File: config.mk
export PLATFORM = sky130hd
export DESIGN_NAME = piecewise_linear_interpolator
export DESIGN_NICKNAME = d
export VERILOG_FILES = /design/src/sv/pli_pkg.sv /design/src/sv/pli_mem.sv /design/src/sv/pli_div.sv /design/src/sv/piecewise_linear_interpolator.sv
export SDC_FILE = /design/constraint.sdc
export NUM_CORES = 2
export LEC_CHECK = 0
export ABC_CLOCK_PERIOD_IN_PS = 6000
export BUFFER_PORTS_ARGS = -buffer_cell sky130_fd_sc_hd__buf_2
export CORE_MARGIN = 5
export CORE_UTILIZATION = 49
export DETAILED_ROUTE_END_ITERATION = 8
export PLACE_DENSITY = 0.79
export SYNTH_ARGS = -nofsm -noshare
export SYNTH_HDL_FRONTEND = slang
export SYNTH_SLANG_ARGS = --single-unit
File: constraint.sdc
create_clock -name clk_i -period 6 [get_ports clk_i]
set_input_delay 0.6 -clock clk_i [delete_from_list [all_inputs] [get_ports clk_i]]
set_output_delay 0.6 -clock clk_i [all_outputs]
set_load 0.05 [all_outputs]
File: src/sv/pli_pkg.sv
package pli_pkg;

  localparam int COORD_W        = 16;
  localparam int POINT_W        = 2 * COORD_W;
  localparam int DIFF_W         = COORD_W + 1;
  localparam int PROD_W         = 2 * DIFF_W;
  localparam int QUO_W          = 2 * COORD_W;
  localparam int DEN_W          = COORD_W;
  localparam int VALUE_W        = 36;
  localparam int SEG_W          = 4;
  localparam int IDX_W          = 4;
  localparam int PIU_W          = 5;
  localparam int APB_AW         = 3;
  localparam int APB_DW         = 32;
  localparam int MAX_POINTS_DEF = 16;

  localparam logic [PIU_W-1:0] PIU_RESET = 5'd2;
  localparam logic [PIU_W-1:0] PIU_MIN   = 5'd2;

  localparam logic MODE_LOAD  = 1'b0;
  localparam logic MODE_QUERY = 1'b1;

  localparam logic REG_POINTS_IN_USE = 1'b0;

  typedef enum logic [3:0] {
    ST_IDLE,
    ST_SEARCH,
    ST_RD_LO,
    ST_RD_HI,
    ST_DIFF,
    ST_MUL,
    ST_DIV_GO,
    ST_DIV_WAIT,
    ST_FINISH
  } state_e;

endpackage

File: src/sv/pli_mem.sv
module pli_mem #(
  parameter int DEPTH = pli_pkg::MAX_POINTS_DEF
) (
  input  logic                         clk_i,
  input  logic                         wr_en_i,
  input  logic [$clog2(DEPTH)-1:0]     wr_addr_i,
  input  logic [pli_pkg::POINT_W-1:0]  wr_data_i,
  input  logic [$clog2(DEPTH)-1:0]     rd_addr_i,
  output logic [pli_pkg::POINT_W-1:0]  rd_data_o
);

  logic [pli_pkg::POINT_W-1:0] mem [DEPTH];
  logic [pli_pkg::POINT_W-1:0] rd_data_q;

  always_ff @(posedge clk_i) begin
    if (wr_en_i) begin
      mem[wr_addr_i] <= wr_data_i;
    end
    rd_data_q <= mem[rd_addr_i];
  end

  assign rd_data_o = rd_data_q;

endmodule

File: src/sv/pli_div.sv
module pli_div (
  input  logic                       clk_i,
  input  logic                       rst_ni,
  input  logic                       start_i,
  input  logic [pli_pkg::QUO_W-1:0]  num_i,
  input  logic [pli_pkg::DEN_W-1:0]  den_i,
  output logic                       done_o,
  output logic [pli_pkg::QUO_W-1:0]  quo_o
);

  localparam int QW = pli_pkg::QUO_W;
  localparam int DW = pli_pkg::DEN_W;
  localparam int CW = $clog2(QW + 1);

  logic [CW-1:0] cnt_q;
  logic          done_q;
  logic [QW-1:0] quo_q;
  logic [DW-1:0] rem_q;
  logic [DW-1:0] den_q;
  logic [DW:0]   rem_sh;
  logic [DW+1:0] diff;

  assign rem_sh = {rem_q, quo_q[QW-1]};
  assign diff   = {1'b0, rem_sh} - {2'b00, den_q};

  always_ff @(posedge clk_i or negedge rst_ni) begin
    if (!rst_ni) begin
      cnt_q  <= '0;
      done_q <= 1'b0;
    end else begin
      done_q <= (cnt_q == CW'(1));
      if (start_i) begin
        cnt_q <= CW'(QW);
      end else if (cnt_q != '0) begin
        cnt_q <= cnt_q - CW'(1);
      end
    end
  end

  always_ff @(posedge clk_i) begin
    if (start_i) begin
      quo_q <= num_i;
      rem_q <= '0;
      den_q <= den_i;
    end else if (cnt_q != '0) begin
      if (!diff[DW+1]) begin
        rem_q <= diff[DW-1:0];
        quo_q <= {quo_q[QW-2:0], 1'b1};
      end else begin
        rem_q <= rem_sh[DW-1:0];
        quo_q <= {quo_q[QW-2:0], 1'b0};
      end
    end
  end

  assign done_o = done_q;
  assign quo_o  = quo_q;

endmodule

File: src/sv/piecewise_linear_interpolator.sv
// Piecewise linear interpolator. A load transaction (mode 0) writes one breakpoint and leaves the
// sequencer idle; a query transaction (mode 1) walks the breakpoint memory one entry per cycle
// until it finds the segment, reads both ends, forms the product and then runs a restoring
// divider one quotient bit per cycle, or skips the divider when the segment ends are equal.
// busy_o is high throughout. Each result is shown for one cycle with done_o high; the receiver
// cannot stall, so it must take every result in that cycle. Breakpoints must be loaded before
// a query reads them. points_in_use is to be written over the APB port only while idle; the
// block itself does not enforce it.
module piecewise_linear_interpolator #(
  parameter int MAX_POINTS = pli_pkg::MAX_POINTS_DEF
) (
  input  logic                               clk_i,
  input  logic                               rst_ni,
  input  logic                               start_i,
  output logic                               busy_o,
  input  logic                               mode_i,
  input  logic [pli_pkg::IDX_W-1:0]          point_index_i,
  input  logic signed [pli_pkg::COORD_W-1:0] point_x_i,
  input  logic signed [pli_pkg::COORD_W-1:0] point_y_i,
  input  logic signed [pli_pkg::COORD_W-1:0] query_x_i,
  output logic                               done_o,
  output logic signed [pli_pkg::VALUE_W-1:0] value_o,
  output logic [pli_pkg::SEG_W-1:0]          segment_low_o,
  output logic                               div_error_o,
  input  logic                               psel,
  input  logic                               penable,
  input  logic                               pwrite,
  input  logic [pli_pkg::APB_AW-1:0]         paddr,
  input  logic [pli_pkg::APB_DW-1:0]         pwdata,
  output logic [pli_pkg::APB_DW-1:0]         prdata,
  output logic                               pready
);

  localparam int AW = $clog2(MAX_POINTS);
  localparam int CW = pli_pkg::COORD_W;
  localparam int FW = pli_pkg::DIFF_W;
  localparam int PW = pli_pkg::PROD_W;
  localparam int QW = pli_pkg::QUO_W;
  localparam int VW = pli_pkg::VALUE_W;

  pli_pkg::state_e state_q, state_d;

  logic [pli_pkg::PIU_W-1:0] piu_q;
  logic                      accept;
  logic                      load_en;
  logic [8:0]                n_used;
  logic [AW-1:0]             last;
  logic [AW-1:0]             last_q;
  logic [AW-1:0]             k_q;
  logic [AW-1:0]             lo_q;
  logic [AW-1:0]             k_fin;
  logic [AW-1:0]             rd_addr;
  logic [pli_pkg::POINT_W-1:0] rd_data;
  logic signed [CW-1:0]      rd_x;
  logic signed [CW-1:0]      rd_y;
  logic                      cont;
  logic signed [CW-1:0]      q_q;
  logic signed [CW-1:0]      xl_q;
  logic signed [CW-1:0]      yl_q;
  logic signed [FW-1:0]      dx_q;
  logic signed [FW-1:0]      dy_q;
  logic signed [FW-1:0]      dq_q;
  logic signed [PW-1:0]      prod_q;
  logic                      neg_q;
  logic                      err_q;
  logic [PW-1:0]             prod_mag;
  logic [FW-1:0]             dx_mag;
  logic                      div_start;
  logic                      div_done;
  logic [QW-1:0]             quo;
  logic signed [VW-1:0]      yl_ext;
  logic signed [VW-1:0]      quo_ext;
  logic signed [VW-1:0]      value_d;
  logic                      done_q;
  logic signed [VW-1:0]      value_q;
  logic [pli_pkg::SEG_W-1:0] seg_q;
  logic                      err_out_q;

  // apb register
  assign pready = 1'b1;

  always_ff @(posedge clk_i or negedge rst_ni) begin
    if (!rst_ni) begin
      piu_q <= pli_pkg::PIU_RESET;
    end else if (psel && penable && pwrite && (paddr[2] == pli_pkg::REG_POINTS_IN_USE)) begin
      piu_q <= pwdata[pli_pkg::PIU_W-1:0];
    end
  end

  always_comb begin
    prdata = '0;
    if (paddr[2] == pli_pkg::REG_POINTS_IN_USE) begin
      prdata = pli_pkg::APB_DW'(piu_q);
    end
  end

  // transaction accept and breakpoint load
  assign busy_o  = (state_q != pli_pkg::ST_IDLE);
  assign accept  = start_i && !busy_o;
  assign load_en = accept && (mode_i == pli_pkg::MODE_LOAD) &&
                   (32'(point_index_i) < MAX_POINTS);

  always_comb begin
    if (piu_q < pli_pkg::PIU_MIN) begin
      n_used = 9'(pli_pkg::PIU_MIN);
    end else if (32'(piu_q) > MAX_POINTS) begin
      n_used = 9'(MAX_POINTS);
    end else begin
      n_used = 9'(piu_q);
    end
  end

  assign last = AW'(n_used - 9'd1);

  pli_mem #(
    .DEPTH (MAX_POINTS)
  ) u_mem (
    .clk_i     (clk_i),
    .wr_en_i   (load_en),
    .wr_addr_i (AW'(point_index_i)),
    .wr_data_i ({point_x_i, point_y_i}),
    .rd_addr_i (rd_addr),
    .rd_data_o (rd_data)
  );

  assign rd_x  = rd_data[pli_pkg::POINT_W-1:CW];
  assign rd_y  = rd_data[CW-1:0];
  assign cont  = (k_q != last_q) && (q_q > rd_x);
  assign k_fin = (k_q == '0) ? AW'(1) : k_q;

  // sequencer
  always_comb begin
    state_d = state_q;
    case (state_q)
      pli_pkg::ST_IDLE: begin
        if (accept && (mode_i == pli_pkg::MODE_QUERY)) begin
          state_d = pli_pkg::ST_SEARCH;
        end
      end
      pli_pkg::ST_SEARCH: begin
        if (!cont) begin
          state_d = pli_pkg::ST_RD_LO;
        end
      end
      pli_pkg::ST_RD_LO:  state_d = pli_pkg::ST_RD_HI;
      pli_pkg::ST_RD_HI:  state_d = pli_pkg::ST_DIFF;
      pli_pkg::ST_DIFF:   state_d = pli_pkg::ST_MUL;
      pli_pkg::ST_MUL: begin
        if (dx_q == '0) begin
          state_d = pli_pkg::ST_FINISH;
        end else begin
          state_d = pli_pkg::ST_DIV_GO;
        end
      end
      pli_pkg::ST_DIV_GO: state_d = pli_pkg::ST_DIV_WAIT;
      pli_pkg::ST_DIV_WAIT: begin
        if (div_done) begin
          state_d = pli_pkg::ST_FINISH;
        end
      end
      pli_pkg::ST_FINISH: state_d = pli_pkg::ST_IDLE;
      default:            state_d = pli_pkg::ST_IDLE;
    endcase
  end

  always_comb begin
    rd_addr   = '0;
    div_start = 1'b0;
    case (state_q)
      pli_pkg::ST_SEARCH: rd_addr = k_q + AW'(1);
      pli_pkg::ST_RD_LO:  rd_addr = lo_q;
      pli_pkg::ST_RD_HI:  rd_addr = k_q;
      pli_pkg::ST_DIV_GO: div_start = 1'b1;
      default: begin
        rd_addr   = '0;
        div_start = 1'b0;
      end
    endcase
  end

  always_ff @(posedge clk_i or negedge rst_ni) begin
    if (!rst_ni) begin
      state_q <= pli_pkg::ST_IDLE;
      done_q  <= 1'b0;
    end else begin
      state_q <= state_d;
      done_q  <= (state_q == pli_pkg::ST_FINISH);
    end
  end

  // datapath
  always_ff @(posedge clk_i) begin
    case (state_q)
      pli_pkg::ST_IDLE: begin
        q_q    <= query_x_i;
        last_q <= last;
        k_q    <= '0;
      end
      pli_pkg::ST_SEARCH: begin
        if (cont) begin
          k_q <= k_q + AW'(1);
        end else begin
          k_q  <= k_fin;
          lo_q <= k_fin - AW'(1);
        end
      end
      default: begin
      end
    endcase
    if (state_q == pli_pkg::ST_RD_HI) begin
      xl_q <= rd_x;
      yl_q <= rd_y;
    end
    if (state_q == pli_pkg::ST_DIFF) begin
      dx_q <= FW'(rd_x) - FW'(xl_q);
      dy_q <= FW'(rd_y) - FW'(yl_q);
      dq_q <= FW'(q_q) - FW'(xl_q);
    end
    if (state_q == pli_pkg::ST_MUL) begin
      prod_q <= dy_q * dq_q;
      err_q  <= (dx_q == '0);
    end
    if (state_q == pli_pkg::ST_DIV_GO) begin
      neg_q <= prod_q[PW-1] ^ dx_q[FW-1];
    end
  end

  assign prod_mag = prod_q[PW-1] ? PW'(-prod_q) : PW'(prod_q);
  assign dx_mag   = dx_q[FW-1] ? FW'(-dx_q) : FW'(dx_q);

  pli_div u_div (
    .clk_i   (clk_i),
    .rst_ni  (rst_ni),
    .start_i (div_start),
    .num_i   (prod_mag[QW-1:0]),
    .den_i   (dx_mag[pli_pkg::DEN_W-1:0]),
    .done_o  (div_done),
    .quo_o   (quo)
  );

  assign yl_ext  = VW'(yl_q);
  assign quo_ext = $signed({{(VW-QW){1'b0}}, quo});

  always_comb begin
    if (err_q) begin
      value_d = yl_ext;
    end else if (neg_q) begin
      value_d = yl_ext - quo_ext;
    end else begin
      value_d = yl_ext + quo_ext;
    end
  end

  always_ff @(posedge clk_i) begin
    if (state_q == pli_pkg::ST_FINISH) begin
      value_q   <= value_d;
      seg_q     <= pli_pkg::SEG_W'(lo_q);
      err_out_q <= err_q;
    end
  end

  assign done_o        = done_q;
  assign value_o       = value_q;
  assign segment_low_o = seg_q;
  assign div_error_o   = err_out_q;

endmodule

; After elaboration in Yosys (flattened, before gate mapping)
; Memories as Yosys holds them, arrays and structs flattened. A register that Yosys moved wholly into a read port is not among the register bits.
; Index checks and enable logic that the tools add are counted.
[word_totals]
register_bits = 269
ram_bits = 512
inputBits = 94
out_inout_bits = 76
wordCells = 99
n_memories = 1
[mem_list]
columns = memory, depth, width, read_ports, rd_clocked_by_memory_dff, wr, line
row1 = u_mem.mem, 16, 32, 1, 1, 1, pli_mem.sv:12  ; logic [pli_pkg::POINT_W-1:0] mem [DEPTH];
[op_classes]
add_sub_neg = 12
n_mul = 1
order_cmp = 3
eq_ne = 13
mux = 25
n_bitwise = 4
n_reduce_logical = 17
[op_table]
columns = operator, n
row1 = 2-to-1 mux 32 bit, 3
row2 = 2-to-1 mux 36 bit, 2
row3 = subtractor 16 x 16 -> 17 bit, 3
row4 = adder 16 x 33 -> 34 bit, 1
row5 = multiplier 17 x 17 -> 34 bit, 1
row6 = subtractor 16 x 33 -> 34 bit, 1
row7 = 2-to-1 mux 16 bit, 2
row8 = 2-to-1 mux 4 bit, 8
row9 = negation 32 bit, 1
row10 = one-hot mux 4 bit (8 select lines), 1
row11 = subtractor 17 x 16 -> 18 bit, 1
row12 = zero test 17 bit, 1
row13 = equality test 4 x 3 -> 1 bit (second input constant), 4
row14 = > comparator 16 bit, 1
row15 = negation 16 bit, 1
row16 = 2-to-1 mux 6 bit, 2
row17 = one-hot mux 4 bit (3 select lines), 1
row18 = equality test 4 x 2 -> 1 bit (second input constant), 2
row19 = zero test 4 bit, 2
row20 = one-hot mux 4 bit (2 select lines), 1
row21 = subtractor 4 x 1 -> 4 bit (second input constant), 2
row22 = logical AND 1 bit, 7
row23 = equality test 6 x 1 -> 1 bit (second input constant), 1
row24 = nonzero test 6 bit, 1
row25 = 18 further kinds, 25

; Depth between registers and ports, before layout
[depth]
ltp_word = 6
mapped_depth = 25
mapped_depth_nobuf = 24

; By module
; Synthesis repeated with hierarchy kept, for this count alone.
[unflattened]
cells_unflattened = 3662
area_unflattened_um2 = 47564.4
[modules_own_cells]
columns = module, instances, cells_per_inst, area_per_inst_um2, seq_area_each_um2
row1 = piecewise_linear_interpolator, 1, 2512, 24048.1, 5806.8
row2 = pli_mem, 1, 838, 19835.3, 16015.4
row3 = pli_div, 1, 312, 3681.0, 1936.9

; Least setup slack after synthesis
; OpenSTA, ideal clock, no wires.
[synth_path]
path_kind = register to register
start = register state_q[0]
end = memory u_mem.mem[4][0] (netlist bit), enable pin
setup_ns = 0.461
arrival_time_ns = 5.876
required_ns = 5.539
path_slack_ns = -0.337
path_stages_with_launch = 8
path_buffers = 2
synth_period_minus_slack_ns = 6.337
cell_sequence = dfrtp_1 clkbuf_1 clkbuf_1 nor3_1 inv_1 nor3b_1 nand3b_1 nor3_1
[synth_between]
elab_chain_cells = 6
[synth_lines]
columns = item, line
row1 = from (decl), piecewise_linear_interpolator.sv:41  ; pli_pkg::state_e state_q, state_d;
row2 = from (signal assigned), piecewise_linear_interpolator.sv:183  ; state_q <= pli_pkg::ST_IDLE;
row3 = from (signal assigned), piecewise_linear_interpolator.sv:186  ; state_q <= state_d;
row4 = nonzero test 4 bit, piecewise_linear_interpolator.sv:98  ; assign busy_o = (state_q != pli_pkg::ST_IDLE);
row5 = net busy_o, piecewise_linear_interpolator.sv:15  ; output logic busy_o,
row6 = zero test 1 bit, piecewise_linear_interpolator.sv:99  ; assign accept = start_i && !busy_o;
row7 = logical AND 1 bit, piecewise_linear_interpolator.sv:99
row8 = logical AND 1 bit, piecewise_linear_interpolator.sv:100  ; assign load_en = accept && (mode_i == pli_pkg::MODE_LOAD) &&
row9 = 2-to-1 mux 1 bit, pli_mem.sv:16  ; if (wr_en_i) begin
row10 = 2-to-1 mux 1 bit (not written as such), pli_mem.sv:17  ; mem[wr_addr_i] <= wr_data_i;
row11 = to (decl), pli_mem.sv:12
; The timed path passes the listed nets, and every way through them passes these cells.

; Final worst setup path
[layout_path]
start = register dy_q[5]
end = register prod_q[31], data pin
[layout_between]
elab_chain_cells = 1
[layout_lines]
columns = item, line
row1 = from (decl), piecewise_linear_interpolator.sv:61  ; logic signed [FW-1:0] dy_q;
row2 = from (signal assigned), piecewise_linear_interpolator.sv:216  ; dy_q <= FW'(rd_y) - FW'(yl_q);
row3 = multiplier 17 x 17 -> 34 bit, piecewise_linear_interpolator.sv:220  ; prod_q <= dy_q * dq_q;
row4 = to (signal assigned), piecewise_linear_interpolator.sv:220
row5 = to (decl), piecewise_linear_interpolator.sv:63  ; logic signed [PW-1:0] prod_q;
; Every way passes these cells.
; A chain may end at the register's enable or synchronous reset.

==> metrics <==
setup ws final=-172.0 ps; die span in x=322.1 um; minimum hold slack=126.4 ps; I/O Buffers=112; Worst Clk Skew=24.26 ps; CTS Buffer Depth=3; Initial Utilization=0.4936; drt first-iter violations=2952; core area=96710 um^2; worst-skew pair later-pin latency=660 ps; DR WL/cell=19.02 um; Slew @ Worst Pin=1138 ps; Synthesis Warnings=0; DR WL met3=7924 um; placed cells=5542; setup TNS=-658.4 ps; Hold Crit Class=input port to register; vias per std cell=5.577; Finished Layout Cells=5728; endpoint class of the critical path=register; MaxCap Viol Count=0; top sig layer=met5; wirelength, routed=108900 um; global-route usage over all layers=0.2061; Synth Register Bits=810; routed via count=31950; first-pass GRT wire length=171500 um; share of layout cells above drive strength 1=0.1274; Slew HR=0.2416; Metal-1 WL=43660 um; DPL Wire Length=73420 um; GPL Wtd Cong=0.8829; largest net degree at the start of global routing=95; Final Hold Viols=0; CP startpoint kind=register; die area=103800 um^2; peak fanout along the critical path=6; average size of a mapped cell=11.48 um^2; Clock Pin Slew Worst Setup and Hold Paths=60 ps; EDFF count, synth=745; Ports=170; Netlist cell types=83; TritonCTS clock tree=yes; Pins Over Slew Limit=0; Rows=114; root buf cell=clkbuf_16; RSZ-0062 raised after global routing=yes; Final period util=1.029; routed wl met2=54100 um; grt total ovfl=0; setup violators final=6; Die Y=322.1 um; vias in the first global route=32020; run status=finished, violations left; WP data arrival=6560 ps; clock sink count=810; DR pass1 iterations=6; H-tree depth=3; fmax=162.0 MHz; type of the worst setup path=register to register; post-route ant nets=0; initial antenna violation count=14; Post-synth top flop=edfxtp_1; min Tclk post-route=6172 ps; drt drc=0; synth-to-layout area growth=13.31%; Synth async-reset ratio=0.02099; Mapped Cells=4157; CTS Buf Count=80; failing checks=setup timing; final net count=4982; WP data required=6390 ps; sequential area share after synthesis=0.4977; cell area after synthesis=47730 um^2
[logic make-up (layout without fill, tap and decap cells)]
| kind of cell | count (synthesis) | in the layout | synth area share |
|---|---|---|---|
| simple gates | 1196 | 1196 | 0.1215 |
| other cells | 2 | 36 | 0.0001573 |
| fa+ha+maj | 508 | 508 | 0.1805 |
| xor+xnor | 190 | 190 | 0.03486 |
| flops | 810 | 810 | 0.4977 |
| buf+inv | 647 | 908 | 0.05332 |
| mux | 17 | 17 | 0.003879 |
| compound gates | 787 | 787 | 0.1080 |
[layout by cell type (no fill, tap or decap), drive strengths merged, types with 6 or more instances in the layout]
cell    count
o21a        8
a31oi      72
or2         8
nand2b     35
fa        301
xor2       69
ha        207
o31ai      25
or3        25
xnor2     121
diode       8
a21boi     13
nand2     523
nor3       44
and2      285
nand3      34
and3       13
a21oi     175
or4         6
buf       320
mux2       12
o41ai      11
clkbuf    110
nor2b      30
nor4       12
a21o       32
dfxtp      48
a311oi     65
conb       28
o21bai     13
inv       445
a211oi    174
nor2      157
dfrtp      16
edfxtp    745
clkinv     26
o21ai     150
nand4       7
[what timing repair did]
action	4_1_cts	5_1_grt
setup endpoints to repair	7	9
pin swaps	33	26
endpoints found under the hold margin	16	0
setup buffers	18	12
hold buffers	1	0
gates resized for setup	49	55
gates cloned	0	1
[final cells by class]
class,instances,area [um^2]
fillers,7618,42620
flip-flops and latches,810,23760
multi-input cells,2726,22110
repair buffers,321,2327
clock buffers,110,2248
inverters,441,1655
well taps,1276,1597
clock inverters,36,374.1
diodes,8,20.02
[critical path, stage by stage (launching register included)]
cell	delay [ps]
edfxtp_1	460
buf_6	180
buf_4	130
and2_1	140
fa_1	540
fa_1	440
fa_1	490
fa_1	520
fa_1	490
inv_1	50
fa_1	490
inv_2	50
ha_4	230
a21oi_2	130
o21ai_1	80
a21o_1	200
a221oi_2	350
o21ai_4	120
a41oi_2	180
a311o_1	270
o21bai_1	90
a21oi_1	170
xnor2_1	100
[final timing paths]
kind | start | end | slack, ps | cells after the start
setup / recovery | dy_q[5] | prod_q[31] | -170 | 22
hold / removal | query_x_i[9] | q_q[9] | 130 | 1
setup reg to reg | dy_q[5] | prod_q[31] | -170 | 22
hold reg to reg | u_mem.rd_data_o[2] | yl_q[2] | 440 | 0
max in group asynchronous | rst_ni | piu_q[1] | 5280 | 2
min in group asynchronous | rst_ni | done_o | 410 | 2
[per-stage QoR]
step                setup slack [ps]    util  cell area (um^2)
finish                        -172.0  0.5593             54090
global route                  -335.4  0.5591             54070
CTS                           -91.47  0.5560             53770
detailed placement            -451.9  0.5250             50770
global placement              -316.3  0.5250             50770
floorplan                      5.765       -             47920
[flip-flops by register name, indices dropped and copies added, names as in the netlist, 5 cells and up]
signal and count:
yl_q 16, dx_q 17, q_q 16, u_mem.rd_data_o 32, dy_q 17, xl_q 16
u_div.rem_q 16, u_div.quo_o 32, dq_q 17, u_div.cnt_q 6, value_o 34, prod_q 33
u_mem.mem 512, u_div.den_q 16, piu_q 5
[metal layers]
layer	vias to the layer above	track usage
met5	-	0
met2	1063	0.3555
met1	15790	0.2662
li1	14850	-
met4	8	0.06188
met3	238	0.04040
[synth_stat cells, types with 7 or more instances]
| cell | n | share of area |
|---|---|---|
| a211oi_1 | 174 | 0.027 |
| a21boi_0 | 10 | 0.0016 |
| a21o_1 | 32 | 0.0050 |
| a21oi_1 | 174 | 0.018 |
| a311oi_1 | 65 | 0.012 |
| a31oi_1 | 72 | 0.0094 |
| and2_1 | 285 | 0.037 |
| and3_1 | 13 | 0.0017 |
| buf_4 | 30 | 0.0047 |
| clkbuf_1 | 172 | 0.014 |
| dfrtp_1 | 16 | 0.0084 |
| dfxtp_1 | 48 | 0.020 |
| edfxtp_1 | 745 | 0.47 |
| fa_1 | 301 | 0.13 |
| ha_1 | 207 | 0.054 |
| inv_1 | 440 | 0.035 |
| mux2_2 | 11 | 0.0026 |
| nand2_1 | 522 | 0.041 |
| nand2b_1 | 35 | 0.0046 |
| nand3_1 | 34 | 0.0036 |
| nand4_1 | 7 | 0.00092 |
| nor2_1 | 157 | 0.012 |
| nor2b_1 | 30 | 0.0039 |
| nor3_1 | 43 | 0.0045 |
| nor4_1 | 9 | 0.0012 |
| o21a_1 | 8 | 0.0013 |
| o21ai_0 | 119 | 0.012 |
| o21ai_1 | 31 | 0.0033 |
| o21bai_1 | 13 | 0.0020 |
| o31ai_1 | 25 | 0.0039 |
| o41ai_1 | 11 | 0.0020 |
| or3_1 | 24 | 0.0031 |
| xnor2_1 | 121 | 0.022 |
| xor2_1 | 69 | 0.013 |
Power is left out: the tool's default activity adds up to more than one toggle a clock period on the data nets, which glitch-free logic cannot reach.
